$ cat config.mk
export PLATFORM = sky130hd
export DESIGN_NAME = lofu_front
export DESIGN_NICKNAME = d
export VERILOG_FILES = /design/src/hdl/lofu_pkg.sv /design/src/hdl/lofu_front.sv
export SDC_FILE = /design/constraint.sdc
export NUM_CORES = 1
export LEC_CHECK = 0
export BUFFER_PORTS_ARGS = -buffer_cell sky130_fd_sc_hd__buf_4
export CAP_MARGIN = 20
export CORE_AREA = 2 2 113 115
export DETAILED_ROUTE_END_ITERATION = 12
export DIE_AREA = 0 0 115 117
export PLACE_DENSITY = 0.54
export SYNTH_ARGS = -nofsm -noshare
export SYNTH_HDL_FRONTEND = slang
export SYNTH_SLANG_ARGS = --single-unit
$ cat constraint.sdc
create_clock -name vclk -period 1.9
set_input_delay 0 -clock vclk [all_inputs]
set_output_delay 0 -clock vclk [all_outputs]
set_load 0.02 [all_outputs]
$ cat src/hdl/lofu_pkg.sv
`timescale 1ns / 1ps
`default_nettype none

package lofu_pkg;

  localparam int MEM_BYTES      = 4096;
  localparam int INDEX_SPAN     = 512;
  localparam int REGISTER_COUNT = 16;

  localparam int AddrW    = $clog2(MEM_BYTES);
  localparam int IdxW     = $clog2(INDEX_SPAN);
  localparam int RegW     = (REGISTER_COUNT > 1) ? $clog2(REGISTER_COUNT) : 1;
  localparam int NumBanks = 4;
  localparam int BankW    = 2;
  localparam int RowW     = AddrW - BankW;
  localparam int Rows     = MEM_BYTES / NumBanks;
  localparam int QDepth   = 2;
  localparam int QPtrW    = $clog2(QDepth);
  localparam int QCntW    = $clog2(QDepth + 1);

  typedef enum logic [1:0] {
    MODE_MEM_LOAD = 2'd0,
    MODE_REG_LOAD = 2'd1,
    MODE_EXEC     = 2'd2
  } mode_e;

  typedef enum logic [1:0] {
    OP_AND = 2'd0,
    OP_OR  = 2'd1,
    OP_XOR = 2'd2
  } op_e;

  typedef enum logic [1:0] {
    KIND_NONE     = 2'd0,
    KIND_REG      = 2'd1,
    KIND_DIRECT   = 2'd2,
    KIND_INDIRECT = 2'd3
  } kind_e;

  typedef enum logic [1:0] {
    STATUS_EXEC   = 2'd0,
    STATUS_REJECT = 2'd1,
    STATUS_LOAD   = 2'd2
  } status_e;

  typedef enum logic [2:0] {
    ITEM_EXEC,
    ITEM_MEM_LOAD,
    ITEM_REG_LOAD,
    ITEM_LOAD_SKIP,
    ITEM_REJECT
  } item_class_e;

  typedef struct packed {
    kind_e             kind;
    logic [31:0]       imm;
    logic [AddrW-1:0]  addr;
    logic [RegW-1:0]   ridx;
  } operand_t;

  typedef struct packed {
    item_class_e       cls;
    op_e               op;
    operand_t          opa;
    operand_t          opb;
    logic [RegW-1:0]   dest;
    logic [AddrW-1:0]  load_addr;
    logic [RegW-1:0]   load_reg;
    logic [31:0]       load_value;
  } item_t;

endpackage

`default_nettype wire

$ cat src/hdl/lofu_front.sv
`timescale 1ns / 1ps
`default_nettype none

module lofu_front (
  input  wire        [1:0]  mode_i,
  input  wire        [1:0]  op_i,
  input  wire        [11:0] position_i,
  input  wire        [1:0]  kind_a_i,
  input  wire signed [31:0] arg_a_i,
  input  wire        [1:0]  kind_b_i,
  input  wire signed [31:0] arg_b_i,
  input  wire        [1:0]  kind_dest_i,
  input  wire        [7:0]  dest_reg_i,
  input  wire        [11:0] load_addr_i,
  input  wire signed [31:0] load_value_i,
  output lofu_pkg::item_t   item_o
);

  function automatic lofu_pkg::operand_t build_operand(input logic [1:0] kind,
      input logic signed [31:0] arg, input logic [11:0] pos);
    lofu_pkg::operand_t           o;
    logic [lofu_pkg::IdxW-1:0]    low;
    logic signed [lofu_pkg::IdxW:0] off;
    o.kind = lofu_pkg::kind_e'(kind);
    o.imm  = arg;
    low    = arg[lofu_pkg::IdxW-1:0];
    // truncating remainder: a negative argument with nonzero low bits gives low - span
    off    = {arg[31] && (low != '0), low};
    o.addr = lofu_pkg::AddrW'(lofu_pkg::AddrW'(pos) + lofu_pkg::AddrW'(off));
    o.ridx = lofu_pkg::RegW'(arg - 32'sd1);
    return o;
  endfunction

  function automatic logic reg_num_ok(input logic signed [31:0] n);
    return (n >= 32'sd1) && (n <= 32'(lofu_pkg::REGISTER_COUNT));
  endfunction

  logic op_ok;
  logic dest_ok;
  logic src_ok;
  logic exec_ok;

  assign op_ok   = (op_i == lofu_pkg::OP_AND) || (op_i == lofu_pkg::OP_OR) ||
                   (op_i == lofu_pkg::OP_XOR);
  assign dest_ok = (kind_dest_i == lofu_pkg::KIND_REG) && (32'(dest_reg_i) >= 32'd1) &&
                   (32'(dest_reg_i) <= 32'(lofu_pkg::REGISTER_COUNT));
  assign src_ok  = !((kind_a_i == lofu_pkg::KIND_REG) && !reg_num_ok(arg_a_i)) &&
                   !((kind_b_i == lofu_pkg::KIND_REG) && !reg_num_ok(arg_b_i));
  assign exec_ok = op_ok && dest_ok && src_ok;

  always_comb begin
    item_o            = '0;
    item_o.op         = lofu_pkg::op_e'(op_i);
    item_o.opa        = build_operand(kind_a_i, arg_a_i, position_i);
    item_o.opb        = build_operand(kind_b_i, arg_b_i, position_i);
    item_o.dest       = lofu_pkg::RegW'(dest_reg_i - 8'd1);
    item_o.load_addr  = lofu_pkg::AddrW'(load_addr_i);
    item_o.load_reg   = lofu_pkg::RegW'(load_addr_i);
    item_o.load_value = load_value_i;
    unique case (lofu_pkg::mode_e'(mode_i))
      lofu_pkg::MODE_MEM_LOAD: begin
        item_o.cls = lofu_pkg::ITEM_MEM_LOAD;
      end
      lofu_pkg::MODE_REG_LOAD: begin
        if (32'(load_addr_i) < 32'(lofu_pkg::REGISTER_COUNT)) begin
          item_o.cls = lofu_pkg::ITEM_REG_LOAD;
        end else begin
          item_o.cls = lofu_pkg::ITEM_LOAD_SKIP;
        end
      end
      lofu_pkg::MODE_EXEC: begin
        item_o.cls = exec_ok ? lofu_pkg::ITEM_EXEC : lofu_pkg::ITEM_REJECT;
      end
      default: begin
        item_o.cls = lofu_pkg::ITEM_REJECT;
      end
    endcase
  end

endmodule

`default_nettype wire

* Yosys cells after proc, flatten, opt, wreduce, memory -nomap -nowiden
Cells that the tools add are included.
W data, S select, Z words.
** Storage, ports and cells
- Flip-flop bits (word level) :: 0
- Bits in latches :: 0
- Bits in writable memories :: 0
- Memory bits (read-only) :: 0
- Input bits :: 138
- Output and inout bits :: 157
- Word-level logic and storage cells :: 43
- Memories :: 0
** Operators by class
- Add/subtract/negate cells :: 5
- $mul :: 0
- Div/mod/pow operators :: 0
- Order comparisons :: 7
- Eq/ne operators :: 7
- Shifts and indexed selects :: 0
- Mux-type cells :: 3
- Bitwise operators :: 0
- Reductions and logical operators :: 21
** Operators by type and width (count)
- $ge A32 B2 Y1 const B :: 2
- $le A32 B6 Y1 const B :: 2
- $add A12 B12 Y12 :: 2
- $reduce_bool A9 Y1 :: 2
- $lt A12 B5 Y1 const B :: 1
- $logic_and A1 B1 Y1 :: 11
- $eq A2 B1 Y1 const B :: 5
- $pmux W3 S3 :: 1
- $ge A8 B1 Y1 const B :: 1
- $le A8 B5 Y1 const B :: 1
- $sub A4 B2 Y4 const B :: 2
- $eq A2 B2 Y1 const B :: 2
- $logic_not A1 Y1 :: 4
- $logic_not A2 Y1 :: 2
- $sub A4 B1 Y4 const B :: 1
- $mux W3 :: 1
- $logic_or A1 B1 Y1 :: 2
- $mux W1 :: 1

* Depth between registers and ports, before layout
Gate-level depths: netlist (run 1).
- Word-level depth :: 9
- Gate-level depth with buffers :: 10
- Mapped depth without buffers :: 10

* Worst setup path before layout (run 1)
Ideal clock, no wire load.
- Kind :: input port to output port
- Start :: in arg_a_i[5]
- End :: out item_o[117] (netlist name)
- Data arrival time :: 1.929 ns
- Required time :: 1.900 ns
- Path slack :: -0.029 ns
- Cell stages on the path :: 7
- Buffers on the path :: 0
- Cells stage by stage :: or4_4 > o31a_1 > ha_1 > a21oi_1 > o21ai_1 > a21oi_1 > xor2_1
** RTL lines
- start, declared :: RTL line lofu_front.sv:9 : input wire signed [31:0] arg_a_i,
- end, declared :: RTL line lofu_front.sv:16 : output lofu_pkg::item_t item_o

==> results.tsv, run 1 <==
metric	value	unit
post-synthesis adder-cell area fraction	16.77	%
Critical Path Max Stage Delay	530	ps
Hold-fix buffers, CTS	0	
I/O Buffers	219	
WP data arrival	2050	ps
worst slew pin tran	390.5	ps
routability cong.	0.7293	
antenna viol nets, final	0	
Power per Cell Area	372.8	nW/um2
# clk buffers	0	
Final Setup Violations	2	
CP required	1900	ps
hold crit path type	input pin to output port	
Synth cell types	40	
buffers and inverters on the worst path	3	
CP Launch Type	input pin	
Critical Path Sink	item_o[116]	
worst-path cell chain	buf_6, or4_4, o31a_1, ha_4, inv_4, or4_4, nand3_2, buf_6	
critical path class	input pin to output port	
failing checks	setup timing	
Fill cells	1318	
Gate Count Post-Synth	310	
first-pass GRT wire length	11.84	mm
vias	2502	
Synth top area share	38.04	%
Post-DP Area	3530	um2
DRT Pass-1 Iters	4	
area of the core	12310	um2
Final min period	2054	ps
initial antenna violation count	0	
leading area contributor after synthesis	buf_4	
Final HPWL DP	8.211	mm
crit path from	arg_a_i[8]	
slowest CP cell	or4_4	
FP Rows	41	
setup ws final	-153.9	ps
top-count cell post-synth	buf_4	
Max Slew Vio Count	0	
Leak Pwr	1.896	nW
Cell Area, Synth	2328	um2
Chip Height	117	um
Worst slew margin	73.85	%
layout cells sized above 1	66.00	%
critical path depth in cells	8	
multiplexer share of the synthesized area	0	%
final sequential cell count	0	
Die W	115	um
PnR Total Power	1.413	mW
Overall Global Routing Usage	11.15	%
Core Util, Final	30.78	%
Synth top cells by count	118 x buf_4, 28 x ha_1, 21 x inv_1	
Max Freq	0.4869	GHz
Mean Syn Cell Area	7.511	um2
top cells by area, synth	buf_4 38%, ha_1 15%, xnor2_1 5.3%, xor2_1 4.9%, inv_1 3.4%	
VDD IR-drop max	0.1957	mV
post-synthesis xor/xnor area fraction	10.16	%
Area growth syn-to-layout	62.76	%
largest family of logic cells by synthesized area	buffers and inverters	
Routed WL	9.030	mm
Max Cap Viol	0	
Synth Area in Simple Gates	18.22	%
final hold violation count	0	
storage element area	0	um2
Hold Slack	0.007756	ps
Final Cycle Share	108.1	%
Final nets	617	
yosys warns	0	
number of global-route vias before repair	2216	
syn nets	478	
ANT cells	0	
register area share after synthesis	0	%
fin area	3790	um2
starting density of the core	18.91	%
status	finished with violations	
crit end category	output port	
Crit path max-delay family	simple AND/OR/NAND/NOR gates	
num ports	295	
die area	13460	um2
RSZ-0062 raised after global routing	true	
Synth Area in Compound Gates	13.43	%
Overflow after GRT	0	
crit path max fanout	4	
largest net degree at the start of global routing	6	
Vias per Instance	4.191	
WL/cell	15.13	um
drt initial violations	72	
Post-route DRC	0	
-- how the worst min path moves through the flow --
stage / slack, ps / depth (start not counted) / start / end
2_1_floorplan: 80 / 1 / mode_i[1] / item_o[155]
3_3_place_gp: 0.1 / 0 / load_value_i[0] / item_o[0]
3_5_place_dp: 0.1 / 0 / load_value_i[0] / item_o[0]
4_1_cts: 0.1 / 0 / load_value_i[0] / item_o[0]
5_1_grt: 0.03 / 0 / load_value_i[12] / item_o[12]
6_report: 0.008 / 0 / load_value_i[5] / item_o[5]
-- per-layer routing --
layer  track usage (%)  vias up  routed length, um
li1                  -     1235                  -
met2             21.33      128               4717
met4            0.9639        0                 48
met1             13.82     1125               3589
met3             1.442       14                674
met5                 0        -                  0
-- placed cells by master, fill, tap and decap left out, drive strengths merged, types with 3 or more instances in the layout --
cell type | Yosys | layout
a21o | 3 | 3
a21oi | 13 | 13
buf | 118 | 255
ha | 28 | 28
inv | 21 | 21
nand2 | 11 | 11
nand3 | 9 | 9
nand4 | 3 | 3
nor2 | 11 | 11
nor2b | 4 | 4
nor3 | 10 | 10
nor4 | 13 | 13
o2111ai | 3 | 3
o21a | 3 | 3
o21ai | 6 | 6
xnor2 | 14 | 14
xor2 | 13 | 13
-- metrics by stage --
stage | TNS (ps) | setup slack [ps] | cells
6_report | -227.2 | -153.9 | 597
5_1_grt | -369.2 | -213.8 | 597
4_1_cts | -239.5 | -153.3 | 595
3_5_place_dp | -421.1 | -225.0 | 594
3_3_place_gp | -366.8 | -196.3 | 594
2_1_floorplan | 0 | 5.685 | 310
-- repair_timing --
item                                   4_1_cts  5_1_grt
setup endpoints to repair                    4        9
endpoints found under the hold margin        0        0
resized for setup                           13       30
setup buffers                                1        2
pin swaps                                    5       15
-- power breakdown --
group,leakage (nW),switching [mW],total [mW],internal [mW]
sequential,0,0,0,0
combinational,1.90,0.727,1.41,0.686
clock,0,0,0,0
total,1.90,0.727,1.41,0.686
-- logic make-up after synthesis --
family | after synthesis
AO/OA/AOI/OAI | 42
XOR/XNOR | 27
adder cells (fa/ha/maj) | 30
buffers and inverters | 139
AND/OR/NAND/NOR | 72
-- layout make-up --
type | count | area (um2) | share of cell area (%)
Tap cell | 150 | 187.7 | 4.952
Timing Repair Buffer | 255 | 1937 | 51.11
Multi-Input combinational cell | 171 | 1584 | 41.80
Inverter | 21 | 81.33 | 2.146
Power figures use the tool's default switching activity.
==> inputs of run 2 (changes only) <==
--- a/config.mk
+++ b/config.mk
@@ -11,6 +11,7 @@
 export DETAILED_ROUTE_END_ITERATION = 12
 export DIE_AREA = 0 0 115 117
 export PLACE_DENSITY = 0.54
+export RECOVER_POWER = 100
 export SYNTH_ARGS = -nofsm -noshare
 export SYNTH_HDL_FRONTEND = slang
 export SYNTH_SLANG_ARGS = --single-unit
==> run 2 against run 1 <==
The flow still finishes with violations (setup timing). Routed wire length up 1.3%. Critical path depth unchanged. Global-route usage unchanged. Power down 11%. Sequential cell count unchanged. Sequential share of layout area unchanged. Fmax about the same. Highest routed layer unchanged.
==> results.tsv, run 2 (synthesis gave the netlist of run 1 again) <==
metric	value	unit	change
status	finished with violations		unchanged
failing checks	setup timing		unchanged
crit end category	output port		unchanged
Vias per Instance	4.186		was 4.191
crit path max fanout	4		unchanged
switch share	57.14	%	was 51.45%
CP required	1900	ps	about the same
DRT Pass-1 Iters	4		unchanged
P_int	0.5409	mW	was 0.6859 mW
# clk buffers	0		unchanged
Final min period	2053	ps	was 2054 ps
Fill cells	1442		was 1318
Hold-fix buffers, CTS	0		unchanged
VDD IR-drop max	0.1954	mV	was 0.1957 mV
Final Setup Violations	2		unchanged
dpl cells	594		unchanged
Max Slew Vio Count	0		unchanged
antenna viol nets, final	0		unchanged
most frequent cells in the layout	142 x buf_4, 104 x clkbuf_1, 20 x ha_1		was 249 x buf_4, 19 x inv_1, 19 x ha_1
Overflow after GRT	0		unchanged
I/O Buffers	219		unchanged
WL/cell	15.32	um	was 15.13 um
Comb pwr share	100.0	%	about the same
starting density of the core	18.91	%	unchanged
Die W	115	um	unchanged
final hold violation count	0		unchanged
hold crit path type	input pin to output port		unchanged
Post-route DRC	0		unchanged
Overall Global Routing Usage	11.15	%	unchanged
Clk pwr share	0	%	about the same
vias	2499		was 2502
Leak Pwr	1.514	nW	was 1.896 nW
most common cell after layout, fill and taps aside	buf_4		unchanged
first-pass GRT wire length	11.84	mm	unchanged
layout cells sized above 1	42.06	%	was 66.00%
Chip Height	117	um	unchanged
Hold Slack	0.007756	ps	unchanged
Final Cycle Share	108.1	%	about the same
Sw Pwr	0.7213	mW	was 0.7270 mW
number of global-route vias before repair	2216		unchanged
num ports	295		unchanged
critical path class	input pin to output port		unchanged
FP Rows	41		unchanged
Final nets	617		unchanged
CP Launch Type	input pin		unchanged
setup_tns	-225.6	ps	was -227.2 ps
Area growth syn-to-layout	44.87	%	was 62.76%
Routed WL	9.145	mm	was 9.030 mm
initial antenna violation count	0		unchanged
Final HPWL DP	8.211	mm	unchanged
die area	13460	um2	unchanged
area of the core	12310	um2	unchanged
WP data arrival	2050	ps	about the same
Layout Cells excl Fill	597		unchanged
RSZ-0062 raised after global routing	true		unchanged
drt initial violations	72		unchanged
storage element area	0	um2	unchanged
Flop pwr share	0	%	about the same
Worst slew margin	68.19	%	was 73.85%
Max Cap Viol	0		unchanged
largest net degree at the start of global routing	6		unchanged
Power per Cell Area	374.2	nW/um2	was 372.8 nW/um2
routability cong.	0.7293		unchanged
Max Freq	0.4871	GHz	was 0.4869 GHz
final sequential cell count	0		unchanged
worst slew pin tran	472.0	ps	was 390.5 ps
ANT cells	0		unchanged
setup ws final	-153.1	ps	was -153.9 ps
-- run 2: worst paths after layout --
path | depth (start not counted) | startpoint | slack (ps) | endpoint
min | 0 | load_value_i[5] | 0.008 | item_o[5]
max | 8 | arg_a_i[8] | -150 | item_o[116]
-- run 2: power groups by stage --
stage / Sequential (mW) / Clock, mW / Combinational, mW
final: 0 / 0 / 1.26
after global routing: 0 / 0 / 1.37
after CTS: 0 / 0 / 1.37
after detailed placement: 0 / 0 / 1.33
after global placement: 0 / 0 / 1.32
after floorplan: 0 / 0 / 0.860
-- run 2: area by class of cell --
class	count	area [um2]	share of cell area (%)
Inverter	21	81.33	2.411
Tap cell	150	187.7	5.564
Multi-Input combinational cell	171	1565	46.40
Timing Repair Buffer	255	1539	45.62
-- run 2: critical path, cell delays in order --
cell and delay [ps]:
buf_6 90, or4_4 530, o31a_1 360, ha_4 330, inv_4 40, or4_4 510, nand3_2 80, buf_6 110
-- run 2: per-stage QoR --
stage	power [mW]	worst slack, ps	utilization (%)	instance area, um2
5_1_grt	1.369	-213.8	27.40	3373
2_1_floorplan	0.8599	5.685	-	2336
6_report	1.262	-153.1	27.40	3373
3_3_place_gp	1.325	-196.3	28.67	3530
4_1_cts	1.369	-153.3	29.29	3606
3_5_place_dp	1.334	-225.0	28.67	3530
-- run 2: what timing repair did --
item                                    4_1_cts  5_1_grt
endpoints found under the setup margin        4        9
gates resized for setup                      13       30
pin swaps                                     5       15
buffers inserted                              1        2
-- run 2: routing by layer --
metal  vias to the layer above  share of wire (%)  global-route usage [%]
met5                         -                  0                       0
met4                         0               0.52                  0.9639
met1                      1125                 41                   13.82
met3                        14                7.6                   1.442
met2                       126                 51                   21.33
li1                       1234                  -                       -
