===== src/hdl/lofu_pkg.sv =====
`timescale 1ns / 1ps
`default_nettype none

package lofu_pkg;

  localparam int MEM_BYTES      = 4096;
  localparam int INDEX_SPAN     = 512;
  localparam int REGISTER_COUNT = 16;

  localparam int AddrW    = $clog2(MEM_BYTES);
  localparam int IdxW     = $clog2(INDEX_SPAN);
  localparam int RegW     = (REGISTER_COUNT > 1) ? $clog2(REGISTER_COUNT) : 1;
  localparam int NumBanks = 4;
  localparam int BankW    = 2;
  localparam int RowW     = AddrW - BankW;
  localparam int Rows     = MEM_BYTES / NumBanks;
  localparam int QDepth   = 2;
  localparam int QPtrW    = $clog2(QDepth);
  localparam int QCntW    = $clog2(QDepth + 1);

  typedef enum logic [1:0] {
    MODE_MEM_LOAD = 2'd0,
    MODE_REG_LOAD = 2'd1,
    MODE_EXEC     = 2'd2
  } mode_e;

  typedef enum logic [1:0] {
    OP_AND = 2'd0,
    OP_OR  = 2'd1,
    OP_XOR = 2'd2
  } op_e;

  typedef enum logic [1:0] {
    KIND_NONE     = 2'd0,
    KIND_REG      = 2'd1,
    KIND_DIRECT   = 2'd2,
    KIND_INDIRECT = 2'd3
  } kind_e;

  typedef enum logic [1:0] {
    STATUS_EXEC   = 2'd0,
    STATUS_REJECT = 2'd1,
    STATUS_LOAD   = 2'd2
  } status_e;

  typedef enum logic [2:0] {
    ITEM_EXEC,
    ITEM_MEM_LOAD,
    ITEM_REG_LOAD,
    ITEM_LOAD_SKIP,
    ITEM_REJECT
  } item_class_e;

  typedef struct packed {
    kind_e             kind;
    logic [31:0]       imm;
    logic [AddrW-1:0]  addr;
    logic [RegW-1:0]   ridx;
  } operand_t;

  typedef struct packed {
    item_class_e       cls;
    op_e               op;
    operand_t          opa;
    operand_t          opb;
    logic [RegW-1:0]   dest;
    logic [AddrW-1:0]  load_addr;
    logic [RegW-1:0]   load_reg;
    logic [31:0]       load_value;
  } item_t;

endpackage

`default_nettype wire


===== src/hdl/lofu_queue.sv =====
`timescale 1ns / 1ps
`default_nettype none

module lofu_queue (
  input  wire              clk_i,
  input  wire              rst_ni,
  input  wire              push_i,
  input  var lofu_pkg::item_t item_i,
  input  wire              pop_i,
  output logic             full_o,
  output logic             valid_o,
  output lofu_pkg::item_t  item_o
);

  lofu_pkg::item_t               ent_q [lofu_pkg::QDepth];
  logic [lofu_pkg::QPtrW-1:0]    wr_ptr_q;
  logic [lofu_pkg::QPtrW-1:0]    rd_ptr_q;
  logic [lofu_pkg::QCntW-1:0]    cnt_q;

  always_ff @(posedge clk_i) begin
    if (push_i) begin
      ent_q[wr_ptr_q] <= item_i;
    end
  end

  always_ff @(posedge clk_i or negedge rst_ni) begin
    if (!rst_ni) begin
      wr_ptr_q <= '0;
      rd_ptr_q <= '0;
      cnt_q    <= '0;
    end else begin
      if (push_i) begin
        wr_ptr_q <= lofu_pkg::QPtrW'(wr_ptr_q + 1'b1);
      end
      if (pop_i) begin
        rd_ptr_q <= lofu_pkg::QPtrW'(rd_ptr_q + 1'b1);
      end
      if (push_i && !pop_i) begin
        cnt_q <= lofu_pkg::QCntW'(cnt_q + 1'b1);
      end else if (pop_i && !push_i) begin
        cnt_q <= lofu_pkg::QCntW'(cnt_q - 1'b1);
      end
    end
  end

  assign full_o  = (cnt_q == lofu_pkg::QCntW'(lofu_pkg::QDepth));
  assign valid_o = (cnt_q != '0);
  assign item_o  = ent_q[rd_ptr_q];

  a_no_overflow: assert property (@(posedge clk_i) disable iff (!rst_ni)
    push_i && !pop_i |-> cnt_q < lofu_pkg::QCntW'(lofu_pkg::QDepth))
    else $error("item pushed into a full queue");

  a_no_underflow: assert property (@(posedge clk_i) disable iff (!rst_ni)
    pop_i |-> cnt_q != '0)
    else $error("item popped from an empty queue");

endmodule

`default_nettype wire


===== config.mk =====
export PLATFORM = sky130hd
export DESIGN_NAME = lofu_queue
export DESIGN_NICKNAME = d
export VERILOG_FILES = /design/src/hdl/lofu_pkg.sv /design/src/hdl/lofu_queue.sv
export SDC_FILE = /design/constraint.sdc
export NUM_CORES = 1
export LEC_CHECK = 0
export ABC_CLOCK_PERIOD_IN_PS = 10600
export BUFFER_PORTS_ARGS = -buffer_cell sky130_fd_sc_hd__buf_2
export CORE_ASPECT_RATIO = 0.9
export CORE_MARGIN = 4
export CORE_UTILIZATION = 40
export DETAILED_ROUTE_END_ITERATION = 8
export GPL_ROUTABILITY_DRIVEN = 0
export GPL_TIMING_DRIVEN = 0
export PLACE_DENSITY = 0.73
export SETUP_SLACK_MARGIN = 0.05
export SLEW_MARGIN = 20
export SYNTH_ARGS = -nofsm -noshare
export SYNTH_HDL_FRONTEND = slang
export SYNTH_SLANG_ARGS = --single-unit

===== constraint.sdc =====
create_clock -name clk_i -period 10.6 [get_ports clk_i]
set_clock_uncertainty 0.15 [all_clocks]
set_input_delay 1.06 -clock clk_i [delete_from_list [all_inputs] [get_ports clk_i]]
set_output_delay 1.06 -clock clk_i [all_outputs]
set_load 0.01 [all_outputs]

Word-level counts from Yosys, hierarchy flattened --
Memories as Yosys holds them, arrays and structs flattened. Index checks and enable logic that the tools add are counted.
Storage, ports and cells: input port bits 161, bits in writable memories 314, memories kept 1, bits in latches 0, flip-flop bits (word level) 4, bits in read-only memories 0, output and inout bits 159
Memories:
- ent_q | depth 2, bits a word 157, read ports 1, clocked after memory_dff 0, write ports 1, line lofu_queue.sv:15 | lofu_pkg::item_t ent_q [lofu_pkg::QDepth];
Operators by class: add/sub/neg operators 4, order comparisons 0, div/mod/pow operators 0, muxes and demuxes 4, shift operators 0, multiply operators 0, reduce and logical (&&, ||, !) cells 6, eq/ne operators 1, bitwise logic cells 0
Operator list (number):
- $mux 2 | 2
- $reduce_bool 2->1 | 2
- $add 1x1->1 const B | 2
- $add 2x1->2 const B | 1
- $eq 2x2->1 const B | 1
- $logic_and 1x1->1 | 2
- $logic_not 1->1 | 2
- $mux 1 | 2
- $sub 2x1->2 const B | 1

Logic depth before layout (Yosys ltp) --
Gate-level depths: netlist of the first run.
word-level depth 4, mapped depth 5, mapped depth without buffers 5

Worst setup path before layout of the first run --
Ideal clock, no wire load.
path kind in2reg, start point input port push_i, end point memory ent_q[0][0] (netlist name), enable pin, arrival time 7.847 ns, buffers on the path 0, path slack 1.909 ns, data required time 9.755 ns, setup time 0.695 ns, stages on the path 1, path through nor2b_1
On the way: word-level cells in the longest chain between the ends 2
RTL lines:
- start: declaration | line lofu_queue.sv:7 | input wire push_i,
- $mux 1 | line lofu_queue.sv:21 | if (push_i) begin
- $mux 1 (implied by the code) | line lofu_queue.sv:22 | ent_q[wr_ptr_q] <= item_i;
- end: declaration | line lofu_queue.sv:15
No other way between the ends.

==> results of run 1 <==
-- kinds of logic after synthesis --
family / share of synthesized area, %
buffers and inverters: 1.60
multiplexers: 18.0
adder cells (fa/ha/maj): 0.105
XOR/XNOR: 0.366
flip-flops: 79.7
AND/OR/NAND/NOR: 0.241
-- metrics by stage --
step	util [%]	area (um^2)	hold WS, ns	total power (uW)	worst slack [ns]
2_1_floorplan	-	12000	0.297	2640	1.91
3_3_place_gp	48.2	14000	0.315	3130	-2.59
3_5_place_dp	49.0	14300	0.319	3120	7.68
4_1_cts	52.6	15300	0.179	4220	7.48
5_1_grt	52.6	15300	0.181	4360	7.46
6_report	52.6	15300	0.211	4150	7.55
-- cell usage after synthesis --
| library cell | instances | share of area, % |
|---|---|---|
| nor2b_1 | 2 | 0.10 |
| mux2_2 | 56 | 5.3 |
| buf_6 | 14 | 1.3 |
| or2_2 | 1 | 0.052 |
| nor2_1 | 1 | 0.031 |
| buf_8 | 1 | 0.13 |
| and2_1 | 1 | 0.052 |
| buf_2 | 3 | 0.13 |
| mux2_4 | 101 | 13 |
| xnor2_1 | 1 | 0.073 |
| dfrtp_1 | 4 | 0.84 |
| inv_1 | 1 | 0.031 |
| xor2_1 | 4 | 0.29 |
| ha_1 | 1 | 0.10 |
| edfxtp_1 | 314 | 79 |
-- routing by layer --
metal | up-vias | GRT usage [%] | wire length [um]
li1 | 2748 | - | -
met5 | - | 0 | 68
met4 | 10 | 4.12 | 545
met1 | 2935 | 16.3 | 9080
met2 | 231 | 24.6 | 12200
met3 | 56 | 5.17 | 2110
-- sequential cells by signal, summed over array words and instances (netlist names) --
name and count:
rd_ptr_q 1, cnt_q 2, ent_q 314, wr_ptr_q 1
-- power by group --
part | leakage (uW) | total [uW] | switching (uW) | internal, uW
sequential | 0.00299 | 1720 | 55.8 | 1670
combinational | 0.00256 | 1340 | 666 | 674
clock | 0.000506 | 1090 | 446 | 646
-- cell usage in the layout (no fill, tap or decap) --
master / Yosys / routed
buf_16: 0 / 5
edfxtp_1: 314 / 314
mux2_2: 56 / 56
and2_4: 0 / 1
clkinvlp_4: 0 / 3
clkbuf_1: 0 / 12
buf_6: 14 / 14
mux2_4: 101 / 101
xor2_1: 4 / 4
nor2_1: 1 / 1
nor2b_4: 0 / 1
clkbuf_8: 0 / 1
buf_8: 1 / 1
buf_12: 0 / 5
diode_2: 0 / 1
dfrtp_1: 4 / 4
clkinv_2: 0 / 6
xnor2_1: 1 / 1
buf_2: 3 / 322
or2_2: 1 / 1
clkinv_1: 0 / 3
inv_1: 1 / 1
nor2b_1: 2 / 1
ha_1: 1 / 1
clkbuf_16: 0 / 37
-- layout make-up --
class | instances | area share (%)
clock buffers | 50 | 6.42
diodes | 1 | 0.0163
inverters | 1 | 0.0245
multi-input cells | 168 | 14.6
flip-flops and latches | 318 | 62.1
plain buffers | 18 | 1.22
repair buffers | 329 | 12.0
well taps | 396 | 3.23
clock inverters | 12 | 0.416
-- worst max-delay path: cells and delay by family, from the launching register on --
family / cells / cell delay (ns)
buf+inv: 4 / 0.68
flops: 1 / 0.35
mux: 1 / 0.31
-- final timing paths --
| check | slack [ns] | from | cells after the start | to |
|---|---|---|---|---|
| max | 7.55 | rd_ptr_q | 5 | item_o[21] |
| min | 0.21 | rst_ni | 1 | cnt_q[0] |
| max reg2reg | 8.53 | wr_ptr_q | 3 | ent_q[1][46] |
| min reg2reg | 0.33 | cnt_q[1] | 1 | cnt_q[1] |
| max in group asynchronous | 9.97 | rst_ni | 1 | cnt_q[1] |
| min in group clk_i | 0.33 | cnt_q[1] | 1 | cnt_q[1] |
==> metrics.csv, run 1 <==
stage;metric;value;unit
clock_tree;cts_tree;built;
floorplan;fp-row-count;59;
timing;finalSetupViolCount;0;
setup_path;start_kind;flop;
timing;fin_crit;3.05;ns
power_and_ir_drop;p_leak;0.00606;uW
grt;grt_pass1_wl;35700;um
flow_run;drv_cap;0;
route;wl_per_cell;18.5;um
route;drt_iter0_markers;298;
setup_path;cp_slowest_cell;dfrtp_1;
final_layout;nets;1032;
timing;rsz0062_at_grt;false;
grt;grt_max_degree;46;
placed_design;place_hpwl;17100;um
logic_synthesis;syn_nets;667;
setup_path;crit_path_max_fanout;10;
grt;antenna_found_initial;6;
outcome;status;finished, final reports clean;
route;drcViolationCount;0;
timing;tightestPinTransition;0.669;ns
grt;grt_pass1_vias;6394;
setup_path;setup.worst_path.class;flop to output port;
final_layout;final_cells;1293;
setup_path;slowest_delay;0.35;ns
logic_synthesis;ys_types;15;
logic_synthesis;postSynthCellCount;505;
timing;max_slew_margin;55.3;%
power_and_ir_drop;power_density;271;nW/um^2
floorplan;die_w;190;um
floorplan;core-area;29200;um^2
timing;maxSlewViolCount;0;
final_layout;drive_gt1_share;61.8;%
setup_path;end_kind;output port;
logic_synthesis;ys_ff_latch;318;
logic_synthesis;yosysWarnings;0;
route;routed_wl;24000;um
final_layout;fill_cells;2327;
route;firstDrtPassIters;4;
clock_tree;ctsLongestPathBuffers;3;
final_layout;areaGrowthSynthToFinish;28.4;%
final_layout;regArea;9530;um^2
timing;finalHoldViolations;0;
route;ant_nets;0;
clock_tree;clkLatencyLatePin;0.49;ns
clock_tree;cts_buffers;34;
timing;clock.fmax;328;MHz
floorplan;initial_core_util;41.0;%
hold_path;hold_class;primary input to asynchronous set/reset pin;
placed_design;placed_cells;1230;
clock_tree;cts_setup_buffers;0;
grt;overflow;0;
logic_synthesis;synth_seq_area_share;79.7;%
logic_synthesis;syn_area;12000;um^2
clock_tree;cts.clk_slew.worst_paths;0.06;ns
timing;tns;0;ns
route;via_count;5980;
floorplan;io_pins;320;
setup_path;cp.arrival;1.84;ns
timing;period_share;28.8;%
grt;grt_usage;14.0;%
setup_path;worstPathCellList;buf_6 -> buf_8 -> buf_6 -> mux2_4 -> buf_2;
clock_tree;cts_root_buf;clkbuf_16;
route;avgViaCountPerCell;4.62;
power_and_ir_drop;peakVddDrop;0.173;mV
clock_tree;clock_sinks;318;
final_layout;multi_input_area;2240;um^2
placed_design;io_buffers;319;
floorplan;die_area;32700;um^2
clock_tree;cts_hold_buffers;0;
logic_synthesis;syn_avg_cell_area;23.7;um^2
clock_tree;postCtsResizedCells;0;
floorplan;die_y;172;um
setup_path;required;9.39;ns
setup_path;critPathMostFrequentCell;buf_6;
clock_tree;cts_max_level;2;
Power figures use the tool's default switching activity.
==> run 2, diff against run 1 <==
ABC_AREA = 1   (was unset)
ABC_CLOCK_PERIOD_IN_PS = 3050   (was 10600)
clock period = 3.05 ns   (was 10.6 ns; I/O delays follow)
==> metrics.csv, run 2 <==
stage;metric;value;unit
setup_path;cp_slowest_cell;dfrtp_1;
grt;grt_usage;15.7;%
final_layout;largest_reg_flops;314;
grt;grt_max_degree;33;
setup_path;r2r-end;ent_q[1][28];
setup_path;critPathMostFrequentCell;buf_6;
timing;clock.fmax;435;MHz
final_layout;fill_cells;2188;
clock_tree;cts_buffers;35;
timing;rsz0062_at_grt;false;
final_layout;nets;1207;
placed_design;placement.cell_area;14400;um^2
logic_synthesis;syn_avg_cell_area;23.3;um^2
final_layout;areaGrowthSynthToFinish;43.3;%
logic_synthesis;yosysTopAreaCell;edfxtp_1;
timing;finalSetupViolCount;0;
logic_synthesis;ys_top_cells_by_count;314 x edfxtp_1, 101 x mux2_4, 56 x mux2_2;
setup_path;crit_path_max_fanout;10;
timing;maxSlewViolCount;0;
logic_synthesis;yosysWarnings;0;
setup_path;cp_top_family;buffers and inverters;
route;drt_iter0_markers;298;
final_layout;reg_top3;ent_q x314, cnt_q x2;
setup_path;required;2.59;ns
grt;overflow;0;
clock_tree;cts_hold_buffers;161;
logic_synthesis;postSynthCellCount;514;
floorplan;die_y;172;um
setup_path;crit_end;item_o[59];
final_layout;drive_gt1_share;52.4;%
route;wl_per_cell;18.3;um
setup_path;setup.worst_path.class;flop to output port;
setup_path;startpoint;rd_ptr_q;
timing;max_slew_margin;63.8;%
hold_path;min_from;cnt_q[1];
route;routed_wl;26900;um
logic_synthesis;async_flop_share;1.26;%
clock_tree;cts_root_buf;clkbuf_16;
floorplan;die_w;190;um
route;avgViaCountPerCell;4.60;
floorplan;io_pins;320;
setup_path;cp.arrival;1.84;ns
logic_synthesis;synth_top_area_share;78.8;%
logic_synthesis;synth_edf_count;314;
floorplan;die_area;32800;um^2
placed_design;place_hpwl;17600;um
timing;period_share;75.3;%
floorplan;core-area;29200;um^2
final_layout;most-common-layout-cells;322 x buf_2, 314 x edfxtp_1, 161 x dlygate4sd3_1, 101 x mux2_4, 56 x mux2_2;
clock_tree;cts_setup_buffers;0;
route;ant_nets;0;
setup_path;r2r_cells;5;
floorplan;initial_core_util;40.9;%
timing;setup_slack;0.753;ns
grt;grt_pass1_wl;40100;um
grt;antenna_found_initial;4;
logic_synthesis;synth_seq_area_share;79.6;%
clock_tree;clkLatencyLatePin;0.50;ns
route;firstDrtPassIters;4;
setup_path;cp_num_cells;5;
setup_path;timing.rr.start;wr_ptr_q;
setup_path;end_kind;output port;
setup_path;critical_path_buf_inv_count;4;
power_and_ir_drop;p_leak;0.00685;uW
timing;fin_crit;2.30;ns
logic_synthesis;syn_area;12000;um^2
logic_synthesis;synth.most_common_cell;edfxtp_1;
clock_tree;postCtsResizedCells;0;
clock_tree;ctsLongestPathBuffers;3;
route;via_count;6737;
timing;tightestPinTransition;0.542;ns
setup_path;start_kind;flop;
clock_tree;cts.clk_slew.worst_paths;0.06;ns
placed_design;io_buffers;319;
setup_path;worstPathCellList;buf_6 -> buf_8 -> buf_6 -> mux2_4 -> buf_2;
clock_tree;cts_tree;built;
clock_tree;clock_sinks;318;
final_layout;stdcell_area;17100;um^2
outcome;status;finished, final reports clean;
setup_path;reg2reg_slack;1.11;ns
placed_design;pre_cts_ws;0.994;ns
timing;whs;0.331;ns
logic_synthesis;synth_ff_type;edfxtp_1;
route;drcViolationCount;0;
final_layout;fin_util;58.7;%
timing;finalHoldViolations;0;
flow_run;drv_cap;0;
power_and_ir_drop;power_density;880;nW/um^2
clock_tree;cts_max_level;2;
setup_path;slowest_delay;0.34;ns
logic_synthesis;ys_top_cells_by_area;edfxtp_1 79%, mux2_4 13%, mux2_2 5.3%;
floorplan;fp-row-count;59;
hold_path;hold_class;flop to flop;
logic_synthesis;syn_nets;676;
final_layout;layout_commonest_cell;buf_2;
power_and_ir_drop;peakVddDrop;0.655;mV
hold_path;hold_depth;2;
final_layout;top_register;ent_q;
grt;grt_pass1_vias;7361;
logic_synthesis;ys_types;15;
logic_synthesis;ys_ff_latch;318;
[run 2: cell types whose count changed after synthesis]
cell,before,now
inv_1,1,7
nand2_1,0,6
nor2b_1,2,0
xor2_1,4,2
and2_1,1,0
nand3_1,0,1
nand4_1,0,1
nor2_1,1,2
or2_2,1,0
[run 2: metrics by stage]
step           power (uW)  TNS [ns]  instances
2_1_floorplan        9080    -92.14        514
3_3_place_gp        10700   -574.85       1229
3_5_place_dp        10900         0       1243
4_1_cts             15300         0       1464
5_1_grt             15800         0       1466
6_report            15100         0       1466
[run 2: cell families after synthesis]
| family | Yosys count | share of synthesized area, % |
|---|---|---|
| buffers and inverters | 25 | 1.79 |
| flip-flops | 318 | 79.6 |
| XOR/XNOR | 3 | 0.220 |
| multiplexers | 157 | 17.9 |
| AND/OR/NAND/NOR | 10 | 0.345 |
| adder cells (fa/ha/maj) | 1 | 0.105 |
[run 2: cell type report]
class / count / area [um^2] / area share [%]
Antenna cell: 2 / 5.00 / 0.0292
Inverter: 7 / 30.0 / 0.175
Clock buffer: 42 / 945 / 5.51
Tap cell: 396 / 495 / 2.89
Buffer: 18 / 188 / 1.09
Timing Repair Buffer: 494 / 3530 / 20.6
Sequential cell: 318 / 9530 / 55.6
Multi-Input combinational cell: 171 / 2240 / 13.0
Clock inverter: 18 / 190 / 1.11
[run 2: metal layers]
metal	wire, um	global-route usage [%]	share of wire, %	vias up
met5	21	0	0.078	-
met4	824	5.28	3.1	4
met3	2070	4.84	7.7	68
met2	13800	28.0	51	253
met1	10200	18.2	38	3310
li1	-	-	-	3102
[run 2: worst min path at each step]
| stage | end | slack, ns |
|---|---|---|
| finish | cnt_q[1] | 0.33 |
| global placement | cnt_q[0] | -0.03 |
| CTS | cnt_q[1] | 0.33 |
| floorplan | cnt_q[0] | -0.14 |
| detailed placement | cnt_q[0] | -0.04 |
| global route | ent_q[1][116] | 0.36 |
[run 2: tightest hold or removal path, cell delays in order (launching register included)]
cell and delay (ns):
dfrtp_1 0.35, nand2_1 0.06, nand2_1 0.05
[run 2: where the power goes]
group / switching [uW] / internal, uW / leakage, uW / total [uW]
combinational: 2420 / 2530 / 0.00329 / 4950
clock: 1600 / 2540 / 0.000560 / 4140
sequential: 204 / 5790 / 0.00299 / 5990
